--- src/rtl/bqsr_pkg.sv ---
// Shared types and constants for the byte queue with search and remove.
package bqsr_pkg;

    localparam int DATA_W        = 8;
    localparam int OPC_W         = 2;
    localparam int STATUS_W      = 2;
    localparam int OCC_W         = 5;
    localparam int S_TDATA_W     = 16;
    localparam int M_TDATA_W     = 16;
    localparam int DEPTH_DEFAULT = 16;
    localparam int CMDQ_DEPTH    = 2;

    // Operation codes as carried on the input stream
    typedef enum logic [OPC_W-1:0] {
        OP_APPEND = 2'd0,
        OP_REMOVE = 2'd1,
        OP_FIND   = 2'd2,
        OP_NOP    = 2'd3
    } op_t;

    // Result status codes
    typedef enum logic [STATUS_W-1:0] {
        ST_OK        = 2'd0,
        ST_EMPTY     = 2'd1,
        ST_NOT_FOUND = 2'd2,
        ST_FULL      = 2'd3
    } status_t;

    // Classified command handed from front to back
    typedef struct packed {
        op_t               kind;
        logic [DATA_W-1:0] data;
    } cmd_t;

endpackage

--- src/rtl/byte_queue_search_remove.sv ---
// Top level of the byte queue with search and remove.
//
// Input stream (s_*): one operation per transaction. s_tdata carries the
// opcode in bits [1:0] (append, remove from head, find and remove) and the
// byte in bits [9:2]. Output stream (m_*): exactly one result per operation,
// in order. m_tdata carries the removed byte, status, empty flag and the
// occupancy after the operation.
// Append, no-op and any operation on an empty queue complete in the idle
// state; a remove first reads the head entry; a find scans up to the match,
// then compacts the rest, one memory entry per cycle on the single read and
// write port.
// Append and no-op sustain one transaction per cycle while the results are
// taken; a remove or a find keeps the execution unit busy until it is done.
// A two-entry command buffer lets the input side keep accepting while the
// execution unit is busy. When m_tready is low the result register holds and
// execution stops at the next command; the input side stalls once the buffer
// fills. Reset empties the queue and both buffers; stored bytes are not
// cleared and their values are never used before they are written.
module byte_queue_search_remove #(
    parameter int DEPTH = bqsr_pkg::DEPTH_DEFAULT
) (
    input  logic                            aclk,
    input  logic                            aresetn,
    input  logic                            s_tvalid,
    output logic                            s_tready,
    // s_tdata: opcode[1:0], data_in[9:2], zero[15:10]
    input  logic [bqsr_pkg::S_TDATA_W-1:0]  s_tdata,
    output logic                            m_tvalid,
    input  logic                            m_tready,
    // m_tdata: data_out[7:0], status[9:8], is_empty[10], occupancy[15:11]
    output logic [bqsr_pkg::M_TDATA_W-1:0]  m_tdata
);

    logic            cmd_valid;
    bqsr_pkg::cmd_t  cmd;
    logic            cmd_pop;

    bqsr_front u_front (
        .aclk      (aclk),
        .aresetn   (aresetn),
        .s_tvalid  (s_tvalid),
        .s_tready  (s_tready),
        .s_tdata   (s_tdata),
        .cmd_valid (cmd_valid),
        .cmd       (cmd),
        .cmd_pop   (cmd_pop)
    );

    bqsr_back #(
        .DEPTH (DEPTH)
    ) u_back (
        .aclk      (aclk),
        .aresetn   (aresetn),
        .cmd_valid (cmd_valid),
        .cmd       (cmd),
        .cmd_pop   (cmd_pop),
        .m_tvalid  (m_tvalid),
        .m_tready  (m_tready),
        .m_tdata   (m_tdata)
    );

    // Command taken only when one is buffered
    assert property (@(posedge aclk) disable iff (!aresetn)
        cmd_pop |-> cmd_valid)
        else $error("command popped from empty buffer");

    // Empty status comes with an empty queue and a zero byte
    assert property (@(posedge aclk) disable iff (!aresetn)
        (m_tvalid && m_tdata[9:8] == bqsr_pkg::ST_EMPTY) |->
        (m_tdata[10] && m_tdata[7:0] == 8'd0))
        else $error("empty status with data or entries");

    // Empty flag agrees with occupancy
    assert property (@(posedge aclk) disable iff (!aresetn)
        (m_tvalid && DEPTH < 32) |-> (m_tdata[10] == (m_tdata[15:11] == 5'd0)))
        else $error("empty flag disagrees with occupancy");

    // Dropped append only when the queue is full
    assert property (@(posedge aclk) disable iff (!aresetn)
        (m_tvalid && DEPTH < 32 && m_tdata[9:8] == bqsr_pkg::ST_FULL) |->
        (m_tdata[15:11] == bqsr_pkg::OCC_W'(DEPTH)))
        else $error("full status below capacity");

endmodule

--- src/rtl/bqsr_front.sv ---
// Front end: accepts input transactions, classifies them, and buffers commands.
module bqsr_front (
    input  logic                            aclk,
    input  logic                            aresetn,
    input  logic                            s_tvalid,
    output logic                            s_tready,
    input  logic [bqsr_pkg::S_TDATA_W-1:0]  s_tdata,
    output logic                            cmd_valid,
    output bqsr_pkg::cmd_t                  cmd,
    input  logic                            cmd_pop
);

    localparam int QD = bqsr_pkg::CMDQ_DEPTH;
    localparam int PW = (QD > 1) ? $clog2(QD) : 1;
    localparam int NW = $clog2(QD + 1);

    bqsr_pkg::cmd_t       queue_reg [QD];
    logic [PW-1:0]        wr_ptr_reg, wr_ptr_next;
    logic [PW-1:0]        rd_ptr_reg, rd_ptr_next;
    logic [NW-1:0]        fill_reg, fill_next;
    bqsr_pkg::cmd_t       cls_cmd;
    logic                 push;
    logic                 pop;

    // Classify the incoming opcode
    always_comb begin
        cls_cmd.data = s_tdata[bqsr_pkg::OPC_W +: bqsr_pkg::DATA_W];
        case (s_tdata[bqsr_pkg::OPC_W-1:0])
            bqsr_pkg::OP_APPEND: cls_cmd.kind = bqsr_pkg::OP_APPEND;
            bqsr_pkg::OP_REMOVE: cls_cmd.kind = bqsr_pkg::OP_REMOVE;
            bqsr_pkg::OP_FIND:   cls_cmd.kind = bqsr_pkg::OP_FIND;
            default:             cls_cmd.kind = bqsr_pkg::OP_NOP;
        endcase
    end

    assign s_tready  = (fill_reg != NW'(QD));
    assign cmd_valid = (fill_reg != '0);
    assign cmd       = queue_reg[rd_ptr_reg];
    assign push      = s_tvalid && s_tready;
    assign pop       = cmd_pop && cmd_valid;

    // Advance pointers and fill level
    always_comb begin
        wr_ptr_next = wr_ptr_reg;
        rd_ptr_next = rd_ptr_reg;
        fill_next   = fill_reg;
        if (push) begin
            wr_ptr_next = (wr_ptr_reg == PW'(QD - 1)) ? '0 : wr_ptr_reg + 1'b1;
        end
        if (pop) begin
            rd_ptr_next = (rd_ptr_reg == PW'(QD - 1)) ? '0 : rd_ptr_reg + 1'b1;
        end
        if (push && !pop) begin
            fill_next = fill_reg + 1'b1;
        end else if (pop && !push) begin
            fill_next = fill_reg - 1'b1;
        end
    end

    always_ff @(posedge aclk) begin
        if (!aresetn) begin
            wr_ptr_reg <= '0;
            rd_ptr_reg <= '0;
            fill_reg   <= '0;
        end else begin
            wr_ptr_reg <= wr_ptr_next;
            rd_ptr_reg <= rd_ptr_next;
            fill_reg   <= fill_next;
        end
    end

    // Store the classified command
    always_ff @(posedge aclk) begin
        if (push) begin
            queue_reg[wr_ptr_reg] <= cls_cmd;
        end
    end

endmodule

--- src/rtl/bqsr_back.sv ---
// Back end: executes queue commands on the entry memory and drives the result register.
module bqsr_back #(
    parameter int DEPTH = bqsr_pkg::DEPTH_DEFAULT
) (
    input  logic                            aclk,
    input  logic                            aresetn,
    input  logic                            cmd_valid,
    input  bqsr_pkg::cmd_t                  cmd,
    output logic                            cmd_pop,
    output logic                            m_tvalid,
    input  logic                            m_tready,
    output logic [bqsr_pkg::M_TDATA_W-1:0]  m_tdata
);

    localparam int AW = $clog2(DEPTH);
    localparam int CW = $clog2(DEPTH + 1);
    localparam int DW = bqsr_pkg::DATA_W;
    localparam int OW = bqsr_pkg::OCC_W;
    localparam logic [AW:0] DEPTH_A = (AW + 1)'(DEPTH);

    typedef enum logic [3:0] {
        S_IDLE  = 4'b0001,
        S_READ  = 4'b0010,
        S_SCAN  = 4'b0100,
        S_SHIFT = 4'b1000
    } state_t;

    state_t               state_reg, state_next;
    logic [AW-1:0]        head_reg, head_next;
    logic [CW-1:0]        count_reg, count_next;
    logic [AW-1:0]        pos_reg, pos_next;
    logic [DW-1:0]        key_reg, key_next;

    logic [DW-1:0]        mem [DEPTH];
    logic [DW-1:0]        rdata_reg;
    logic [AW-1:0]        raddr;
    logic [AW-1:0]        waddr;
    logic [DW-1:0]        wdata;
    logic                 mem_we;

    logic                 res_load;
    logic [DW-1:0]        res_data;
    bqsr_pkg::status_t    res_status;
    logic [CW+OW-1:0]     cnt_ext;

    logic                 m_tvalid_reg;
    logic [DW-1:0]        m_data_reg;
    bqsr_pkg::status_t    m_status_reg;
    logic                 m_empty_reg;
    logic [OW-1:0]        m_occ_reg;

    logic                 out_free;
    logic                 is_full;
    logic                 is_last;
    logic                 shift_last;

    // Circular index: base plus offset, offset at most DEPTH
    function automatic logic [AW-1:0] wrap_add(input logic [AW-1:0] base,
                                               input logic [AW:0] offs);
        logic [AW:0] sum;
        sum = {1'b0, base} + offs;
        if (sum >= DEPTH_A) begin
            sum = sum - DEPTH_A;
        end
        return sum[AW-1:0];
    endfunction

    assign out_free   = !m_tvalid_reg || m_tready;
    assign is_full    = (count_reg == CW'(DEPTH));
    assign is_last    = ((CW'(pos_reg) + 1'b1) == count_reg);
    assign shift_last = ((CW'(pos_reg) + CW'(2)) == count_reg);

    // Sequence one command: completed in idle, a head read, or a scan with compaction after a match
    always_comb begin
        state_next = state_reg;
        head_next  = head_reg;
        count_next = count_reg;
        pos_next   = pos_reg;
        key_next   = key_reg;
        mem_we     = 1'b0;
        waddr      = wrap_add(head_reg, {1'b0, count_reg[AW-1:0]});
        wdata      = cmd.data;
        raddr      = head_reg;
        res_load   = 1'b0;
        res_data   = '0;
        res_status = bqsr_pkg::ST_OK;
        cmd_pop    = 1'b0;
        case (state_reg)
            S_IDLE: begin
                if (cmd_valid && out_free) begin
                    cmd_pop = 1'b1;
                    case (cmd.kind)
                        bqsr_pkg::OP_APPEND: begin
                            res_load = 1'b1;
                            if (is_full) begin
                                res_status = bqsr_pkg::ST_FULL;
                            end else begin
                                mem_we     = 1'b1;
                                count_next = count_reg + 1'b1;
                            end
                        end
                        bqsr_pkg::OP_REMOVE: begin
                            if (count_reg == '0) begin
                                res_load   = 1'b1;
                                res_status = bqsr_pkg::ST_EMPTY;
                            end else begin
                                state_next = S_READ;
                            end
                        end
                        bqsr_pkg::OP_FIND: begin
                            key_next = cmd.data;
                            pos_next = '0;
                            if (count_reg == '0) begin
                                res_load   = 1'b1;
                                res_status = bqsr_pkg::ST_NOT_FOUND;
                            end else begin
                                state_next = S_SCAN;
                            end
                        end
                        default: begin
                            res_load = 1'b1;
                        end
                    endcase
                end
            end
            S_READ: begin
                res_load   = 1'b1;
                res_data   = rdata_reg;
                head_next  = wrap_add(head_reg, (AW + 1)'(1));
                count_next = count_reg - 1'b1;
                state_next = S_IDLE;
            end
            S_SCAN: begin
                // Read the next entry while checking the current one
                raddr = wrap_add(head_reg, {1'b0, pos_reg} + 1'b1);
                if (rdata_reg == key_reg) begin
                    if (is_last) begin
                        res_load   = 1'b1;
                        count_next = count_reg - 1'b1;
                        state_next = S_IDLE;
                    end else begin
                        state_next = S_SHIFT;
                    end
                end else if (is_last) begin
                    res_load   = 1'b1;
                    res_status = bqsr_pkg::ST_NOT_FOUND;
                    state_next = S_IDLE;
                end else begin
                    pos_next = pos_reg + 1'b1;
                end
            end
            S_SHIFT: begin
                // Move the entry after pos down into pos
                mem_we = 1'b1;
                waddr  = wrap_add(head_reg, {1'b0, pos_reg});
                wdata  = rdata_reg;
                raddr  = wrap_add(head_reg, {1'b0, pos_reg} + (AW + 1)'(2));
                if (shift_last) begin
                    res_load   = 1'b1;
                    count_next = count_reg - 1'b1;
                    state_next = S_IDLE;
                end else begin
                    pos_next = pos_reg + 1'b1;
                end
            end
            default: begin
                state_next = S_IDLE;
            end
        endcase
    end

    always_ff @(posedge aclk) begin
        if (!aresetn) begin
            state_reg <= S_IDLE;
            head_reg  <= '0;
            count_reg <= '0;
        end else begin
            state_reg <= state_next;
            head_reg  <= head_next;
            count_reg <= count_next;
        end
    end

    always_ff @(posedge aclk) begin
        pos_reg <= pos_next;
        key_reg <= key_next;
    end

    // Entry memory with registered read
    always_ff @(posedge aclk) begin
        if (mem_we) begin
            mem[waddr] <= wdata;
        end
        rdata_reg <= mem[raddr];
    end

    // Hold the result until the receiver takes it
    assign cnt_ext = {{OW{1'b0}}, count_next};

    always_ff @(posedge aclk) begin
        if (!aresetn) begin
            m_tvalid_reg <= 1'b0;
        end else if (res_load) begin
            m_tvalid_reg <= 1'b1;
        end else if (m_tready) begin
            m_tvalid_reg <= 1'b0;
        end
    end

    always_ff @(posedge aclk) begin
        if (res_load) begin
            m_data_reg   <= res_data;
            m_status_reg <= res_status;
            m_empty_reg  <= (count_next == '0);
            m_occ_reg    <= cnt_ext[OW-1:0];
        end
    end

    assign m_tvalid = m_tvalid_reg;
    assign m_tdata  = {m_occ_reg, m_empty_reg, m_status_reg, m_data_reg};

endmodule

--- config.mk ---
export PLATFORM = sky130hd
export DESIGN_NAME = byte_queue_search_remove
export DESIGN_NICKNAME = d
export VERILOG_FILES = /design/src/rtl/bqsr_pkg.sv /design/src/rtl/byte_queue_search_remove.sv /design/src/rtl/bqsr_front.sv /design/src/rtl/bqsr_back.sv
export SDC_FILE = /design/constraint.sdc
export NUM_CORES = 1
export LEC_CHECK = 0
export ABC_AREA = 1
export BUFFER_PORTS_ARGS = -buffer_cell sky130_fd_sc_hd__clkbuf_2
export CORE_ASPECT_RATIO = 0.6
export CORE_MARGIN = 1
export CORE_UTILIZATION = 45
export DETAILED_ROUTE_END_ITERATION = 6
export PLACE_DENSITY = 0.63
export SYNTH_ARGS = -nofsm -noshare
export SYNTH_HDL_FRONTEND = slang
export SYNTH_SLANG_ARGS = --single-unit
--- constraint.sdc ---
create_clock -name aclk -period 8.6 [get_ports aclk]
set_clock_uncertainty 0.2 [all_clocks]
set_input_delay 1.72 -clock aclk [delete_from_list [all_inputs] [get_ports aclk]]
set_output_delay 1.72 -clock aclk [all_outputs]
set_load 0.01 [all_outputs]
Word-level counts from Yosys, hierarchy flattened
Memories as Yosys holds them, arrays and structs flattened. A register that Yosys moved wholly into a read port is not among the register bits.
Index checks and enable logic that the tools add are counted.
- output and inout port bits: 18
- bits of input ports: 20
- register bits: 46
- bits in writable memories: 148
- memories: 2
- reductions and logical operators: 21
- equal/unequal tests: 23
- mux-type cells: 63
- $lt $le $gt $ge: 5
- add/subtract/negate cells: 19
- memory list (name ; words ; width ; read ports ; clocked after Yosys merged registers in ; write ports ; line ; text):
    u_back.mem ; 16 ; 8 ; 1 ; 1 ; 1 ; bqsr_back.sv:34 ; logic [DW-1:0] mem [DEPTH];
    u_front.queue_reg ; 2 ; 10 ; 1 ; 1 ; 1 ; bqsr_front.sv:17 ; bqsr_pkg::cmd_t queue_reg [QD];
- operators with widths (kind ; count):
    two-way mux 4 bit ; 18
    two-way mux 5 bit ; 6
    greater-or-equal comparator 5 bit, second input constant ; 5
    case mux 4 bit (3 select lines) ; 2
    two-way mux 1 bit ; 21
    case mux 5 bit (4 select lines) ; 1
    subtractor 4 x 1 -> 4 bit, second input constant ; 5
    case mux 4 bit (2 select lines) ; 2
    two-way mux 2 bit ; 7
    case mux 2 bit (3 select lines) ; 2
    AND reduction 6 bit ; 2
    adder 4 x 1 -> 5 bit, second input constant ; 2
    adder 4 x 4 -> 5 bit ; 2
    adder 4 x 5 -> 5 bit ; 2
    equality test 5 bit ; 2
    logical NOT 5 bit ; 2
    != test 2 bit, second input constant ; 5
    != test 3 bit, second input constant ; 3
    equality test 8 bit ; 1
    two-way mux 8 bit ; 1
    nonzero test 2 bit ; 3
    adder 4 x 2 -> 5 bit, second input constant ; 1
    adder 5 x 1 -> 5 bit, second input constant ; 1
    equality test 5 bit, second input constant ; 1
    other kinds (23) ; 34

Longest topological paths before layout
Gate-level depths: netlist (run 1).
- word-level depth: 9
- gate-level depth with buffers: 15

Hierarchy
Synthesis (run 1) repeated with hierarchy kept, for this count alone.
- cells, all modules: 826
- area total of the unflattened synthesis: 9182.6 um^2
- modules (own cells, without submodules) (module ; area each (um^2) ; times used ; cells each):
    bqsr_back ; 8194.1 ; 1 ; 756
    bqsr_front ; 988.4 ; 1 ; 70

Worst setup path before layout (run 1)
No wires, ideal clock.
- kind: input-to-reg
- start: input port m_tready
- end: memory u_back.mem[4][0] in the netlist's numbering, enable pin
- stages on the path: 9
- path slack: 4.936 ns
- arrival time: 3.094 ns
- library setup time: 0.370 ns
- required time: 8.030 ns
- cells stage by stage: nor2_1 a21oi_1 nand2_2 inv_2 nand2_1 or2_4 nand2_2 nand3_1 nor2_1
- longest elaborated chain between the ends: 6
- ends and longest elaborated chain (what ; line ; text):
    start: declaration ; byte_queue_search_remove.sv:29 ; input logic m_tready,
    logical OR 1 bit ; bqsr_back.sv:68 ; assign out_free = !m_tvalid_reg || m_tready;
    logical AND 1 bit ; bqsr_back.sv:90 ; if (cmd_valid && out_free) begin
    two-way mux 1 bit ; bqsr_back.sv:90 ;
    case mux 1 bit (2 select lines) ; bqsr_back.sv:88 ; case (state_reg)
    two-way mux 1 bit ; bqsr_back.sv:191 ; if (mem_we) begin
    two-way mux 1 bit (implied by the code) ; bqsr_back.sv:192 ; mem[waddr] <= wdata;
    end: declaration ; bqsr_back.sv:34 ;
Every way passes these cells.

Final worst setup path (run 1)
- start: input port m_tready
- end: memory u_back.mem[12][4] in the netlist's numbering, enable pin
The elaborated chain is that of the path after synthesis.

==> results of run 1 <==
-- cell families (layout without fill, tap and decap cells) --
kind of cell             Yosys count  in the layout  share of synthesized area, %
AND/OR/NAND/NOR                  365            365                          16.4
flip-flops                       203            203                          61.9
buffers and inverters            182            222                          7.85
AO/OA/AOI/OAI                    128            128                          8.74
adder cells (fa/ha/maj)           19             19                          2.69
XOR/XNOR                          14             14                          1.50
multiplexers                       8              8                         0.957
-- layer usage --
| metal | global-route usage, % | vias up | wire (um) |
|---|---|---|---|
| met5 | 0 | - | 0 |
| li1 | - | 3154 | - |
| met2 | 24.2 | 184 | 7500 |
| met1 | 33.6 | 2982 | 10900 |
| met3 | 4.28 | 31 | 1610 |
| met4 | 3.87 | 0 | 313 |
-- through the flow --
stage | instance area [um^2] | hold slack, ns | utilization [%] | setup slack, ns | cells
after floorplan | 9410 | 0.258 | - | 4.94 | 919
after global placement | 9810 | 0.284 | 48.5 | 4.29 | 1199
after detailed placement | 9810 | 0.279 | 48.5 | 4.20 | 1199
after CTS | 10400 | 0.291 | 51.4 | 4.72 | 1232
after global routing | 10400 | 0.309 | 51.4 | 4.44 | 1232
final | 10400 | 0.289 | 51.4 | 4.69 | 1232
-- layout make-up --
class | count | share of cell area [%]
Sequential cell | 203 | 56.1
Multi-Input combinational cell | 534 | 27.5
Inverter | 149 | 5.39
Clock buffer | 25 | 5.09
Tap cell | 273 | 3.29
Timing Repair Buffer | 40 | 2.14
Clock inverter | 8 | 0.506
-- power by group --
part           leakage [nW]  internal (mW)  switching [mW]
clock                 0.280          0.437           0.358
sequential             1.83           1.25          0.0533
combinational          2.03          0.199           0.456
total                  4.14           1.89           0.868
-- cells in the mapped netlist, types with 2 or more instances --
cell	count
nor3_1	3
a21oi_1	24
nand2_2	4
nor2_1	71
buf_2	6
nand4_1	5
o21ai_2	3
mux2_2	8
o21ai_0	31
buf_4	12
dfxtp_1	27
nand3_1	74
fa_1	2
xnor2_1	3
nand3_2	2
edfxtp_1	176
inv_2	6
clkbuf_1	13
inv_1	142
o211ai_1	64
o21ai_1	2
nand2_1	201
xor2_1	10
ha_1	17
-- worst paths after layout --
path                         end  slack, ns           startpoint  cells after the start
max reg2reg  u_back.rdata_reg[7]       4.77  u_back.state_reg[0]                     14
min          u_front.fill_reg[1]       0.29  u_front.fill_reg[1]                      2
max            u_back.mem[12][4]       4.69             m_tready                     10
min reg2reg  u_front.fill_reg[1]       0.29  u_front.fill_reg[1]                      2
-- critical path: stages --
cell and delay (ns):
clkbuf_2 0.07, nor2_1 0.05, a21oi_1 0.36, nand2_2 0.19
inv_2 0.12, nand2_1 0.07, or2_4 0.26, nand2_2 0.11
nand3_1 0.19, nor2_1 0.69
==> results.toml, run 1 <==
[clocking]
post_cts_buffers = 0
cts_tree = "yes"
clock_path_buffers = 3
clockRootBuffer = "clkbuf_16"
cts_buffers = 20
cts.repair.resized = 0
clkLatencyLatePin_ns = 0.50
cts.sinks = 203
clk_pin_slew_worst_paths_ns = 0.06
hold_buffers = 0
htreeDepth = 1

[floorplan]
start_util_pct = 46.5
die_h_um = 114
io_pins = 38
core-area_um2 = 20200
dieArea_um2 = 21500
fp.dieW_um = 189
rows = 40

[worst_setup_path]
cp-start-kind = "input pin"
cp-end-kind = "flip-flop"
crit_type = "input pin to flip-flop"
cp.arrival_ns = 3.84
crit_path_max_fanout = 8
cp.required_ns = 8.53

[detailed_routing]
routed_via_density = 5.16
drtAntennaViolNets = 0
routedWlPerCell_um = 16.5
vias = 6351
dr.first_iter.drc_count = 649
wl_um = 20300
first_pass_iters = 5
drc = 0

[finish]
antennaDiodeCount = 0
multi_input_comb_area_um2 = 2860
layout-drive-gt1-share_pct = 10.1
seqCellArea_um2 = 5830
mostFrequentLayoutCells = "nand2_1 (201), edfxtp_1 (176), inv_1 (142), nand3_1 (74), nor2_1 (71)"
syn2layout_area_growth_pct = 10.5
final_nets = 987
fillers = 1814
largest_reg_flops = 128
final_common_cell = "nand2_1"

[global_route]
grt_pass1_wl_um = 32000
grt-ovfl-total = 0
grt_max_degree = 66
track_usage_pct = 19.6
antenna_found_initial = 0
first_global_vias = 5580

[timing]
setup_viol = 0
final_max_slew_viol_count = 0
max_clock_freq_mhz = 256
relSlewSlack_pct = 17.3
fin_crit_sh_pct = 45.4
hold_viol = 0
period_needed_ns = 3.91
worst_pin_slew_ns = 1.23
setup_tns_ns = 0
rsz0062_at_grt = "false"

[synthesis]
syn_inst = 919
yosysUniqueCellTypes = 37
ys_async_sr_fraction_pct = 0
yosys-top-cells-area = "edfxtp_1 (56%), nand2_1 (8.0%), dfxtp_1 (5.7%), inv_1 (5.7%), o211ai_1 (5.1%)"
synth_top_area_share_pct = 56.2
post-synth-top-area-cell = "edfxtp_1"
ys_seq_area_share_pct = 61.9
syn_avg_cell_area_um2 = 10.2
syn_nets = 958
ys_ff_latch = 203
synth_area_um2 = 9410
synth_warnings = 0
dominantRegCellSynth = "edfxtp_1"
synth_edf_count = 176

[pwr]
total_leakage_power_nw = 4.14
peakVddDrop_mv = 0.182
total_power_mw = 2.76
p_per_area_nw_per_um2 = 265

[worst_hold_path]
hold_path.class = "flip-flop to flip-flop"

[job]
drv_cap = 0

[placed_design]
gp_congestion = 0.913
io_buffers = 31
dp_hpwl_um = 14100

[run_status]
status = "finished, final reports clean"
Power figures use the tool's default switching activity.
==> inputs of run 2 (changes only) <==
--- a/config.mk
+++ b/config.mk
@@ -11,7 +11,7 @@
 export CORE_MARGIN = 1
 export CORE_UTILIZATION = 45
 export DETAILED_ROUTE_END_ITERATION = 6
-export PLACE_DENSITY = 0.63
+export PLACE_DENSITY = 0.66
 export SYNTH_ARGS = -nofsm -noshare
 export SYNTH_HDL_FRONTEND = slang
 export SYNTH_SLANG_ARGS = --single-unit
==> constraint.sdc (replaced) <==
create_clock -name aclk -period 3.3 [get_ports aclk]
set_clock_uncertainty 0.2 [all_clocks]
set_input_delay 0.66 -clock aclk [delete_from_list [all_inputs] [get_ports aclk]]
set_output_delay 0.66 -clock aclk [all_outputs]
set_load 0.01 [all_outputs]
==> run 2 against run 1 <==
Compared with the run above:
- sequential cell count unchanged
- first-iteration DRC count up 15%
- via count up 1.8%
- utilization up 1.7 points
- critical path depth up 1
- non-clock buffer count up 31
- count of clock-buffer cells in the layout down 1
- global-route usage up 0.48 points
- setup slack worse by 4.5 ns
- critical endpoint is now u_back.rdata_reg[2]
==> results.toml, run 2 (synthesized netlist as in run 1, its figures left out) <==
[worst_hold_path]
hold_path.class = "input pin to flip-flop"
holdPathEnd = "u_front.queue_reg[0][6]"
holdPathStages = 1
min_from = "s_tdata[8]"

[worst_setup_path]
rr_worst_depth = 11
r2r_slack_ns = 0.20
cpPeakStageDelay_ns = 0.54
critical_path.top_delay_family = "adder cells"
r2r_start = "u_back.pos_reg[0]"
path_cells = "ha_1 > o21ai_0 > inv_1 > fa_1 > nand2_1 > o21ai_2 > buf_4 > o211ai_1 > nand3_1 > nand3_1 > nand2_1"
cp_slowest_cell = "fa_1"
crit_buf_inv = 2
cp.arrival_ns = 3.34
cp.required_ns = 3.54
crit_path_max_fanout = 32
cp-end-kind = "flip-flop"
cp-start-kind = "flip-flop"
crit_type = "flip-flop to flip-flop"
regToRegEndpoint = "u_back.rdata_reg[2]"

[clocking]
post_cts_buffers = 0
hold_buffers = 0
htreeDepth = 1
cts_tree = "yes"
cts_buffers = 20
clock_path_buffers = 3
cts.sinks = 203
clk_pin_slew_worst_paths_ns = 0.06
cts.repair.resized = 0
clockRootBuffer = "clkbuf_16"
clkLatencyLatePin_ns = 0.51

[finish]
final_nets = 1018
layout-drive-gt1-share_pct = 13.6
antennaDiodeCount = 0
final_common_cell = "nand2_1"
mostFrequentLayoutCells = "nand2_1 (201), edfxtp_1 (176), inv_1 (142), nand3_1 (74), nor2_1 (71)"
syn2layout_area_growth_pct = 14.1
largest_reg_flops = 128
fillers = 1778

[global_route]
grtUsageMet1_pct = 33.5
first_global_vias = 5808
grt-ovfl-total = 0
antenna_found_initial = 0
grt-busiest-layer = "met1"
grt_use_met2_pct = 25.1
grt_pass1_wl_um = 32800
track_usage_pct = 20.1
grt_max_degree = 74
grt_use_met3_pct = 5.29

[placed_design]
dp_hpwl_um = 14700
io_buffers = 31
gp_congestion = 0.912

[timing]
final_max_slew_viol_count = 0
hold_viol = 0
relSlewSlack_pct = 32.4
period_needed_ns = 3.10
rsz0062_at_grt = "false"
max_clock_freq_mhz = 323
setup_viol = 0
fin_crit_sh_pct = 94.0
worst_pin_slew_ns = 1.01
worst_hold_slack_ns = 0.144
setup_tns_ns = 0

[run_status]
status = "finished, final reports clean"

[detailed_routing]
drtAntennaViolNets = 0
routed_via_density = 5.11
vias = 6468
first_pass_iters = 5
dr.first_iter.drc_count = 748
wl_um = 21200
routedWlPerCell_um = 16.7
drc = 0

[floorplan]
start_util_pct = 46.5
dieArea_um2 = 21500
core-area_um2 = 20200
io_pins = 38
die_h_um = 114
fp.dieW_um = 189
rows = 40

[pwr]
peakVddDrop_mv = 0.463
total_leakage_power_nw = 4.34
p_per_area_nw_per_um2 = 694

[job]
drv_cap = 0
run 2: worst max-delay path by stage:
stage	start	end	slack (ns)	cells after the start
after global placement	u_back.pos_reg[0]	u_back.rdata_reg[5]	0.25	11
final	u_back.pos_reg[0]	u_back.rdata_reg[2]	0.20	11
after detailed placement	u_back.pos_reg[0]	u_back.rdata_reg[2]	0.19	11
after global routing	u_back.pos_reg[0]	u_back.rdata_reg[2]	0.02	11
after floorplan	u_back.pos_reg[0]	u_back.m_data_reg[0]	0.20	6
after CTS	u_back.pos_reg[0]	u_back.rdata_reg[2]	0.15	11
run 2: where the power goes:
group,total (mW),leakage [nW],internal (mW),switching (mW)
Clock,2.30,0.318,1.32,0.976
Combinational,1.76,2.20,0.562,1.20
Sequential,3.39,1.83,3.26,0.130
run 2: through the flow:
step	cells	total power, mW	setup WS [ns]	instance area, um^2	util [%]
finish	1266	7.45	0.200	10700	53.1
detailed placement	1230	5.18	0.190	10100	49.8
CTS	1266	7.48	0.151	10700	53.1
global route	1266	7.82	0.0224	10700	53.1
floorplan	919	4.56	0.198	9410	-
global placement	1230	5.15	0.248	10100	49.8
run 2: cell type report:
cell class	count	area, um^2	share of cell area, %
sequential	203	5830	54.3
timing repair buffer	71	480	4.48
tap	273	342	3.18
inverter	149	563	5.25
multi-input combinational	534	2860	26.6
clock buffer	24	536	4.99
clock inverter	12	126	1.18
run 2: per-layer routing:
metal  part of all wire, %  wire (um)
met1                    52      11100
met2                    37       7730
met5                     0          0
met4                   1.4        300
met3                   9.6       2020
run 2: worst reg2reg max path, delay by kind of cell, from the launching register on:
family                   cells  cell delay [ns]
adder cells (fa/ha/maj)      2             0.90
buffers and inverters        2             0.51
AO/OA/AOI/OAI                3             0.44
flip-flops                   1             0.51
AND/OR/NAND/NOR              4             0.49
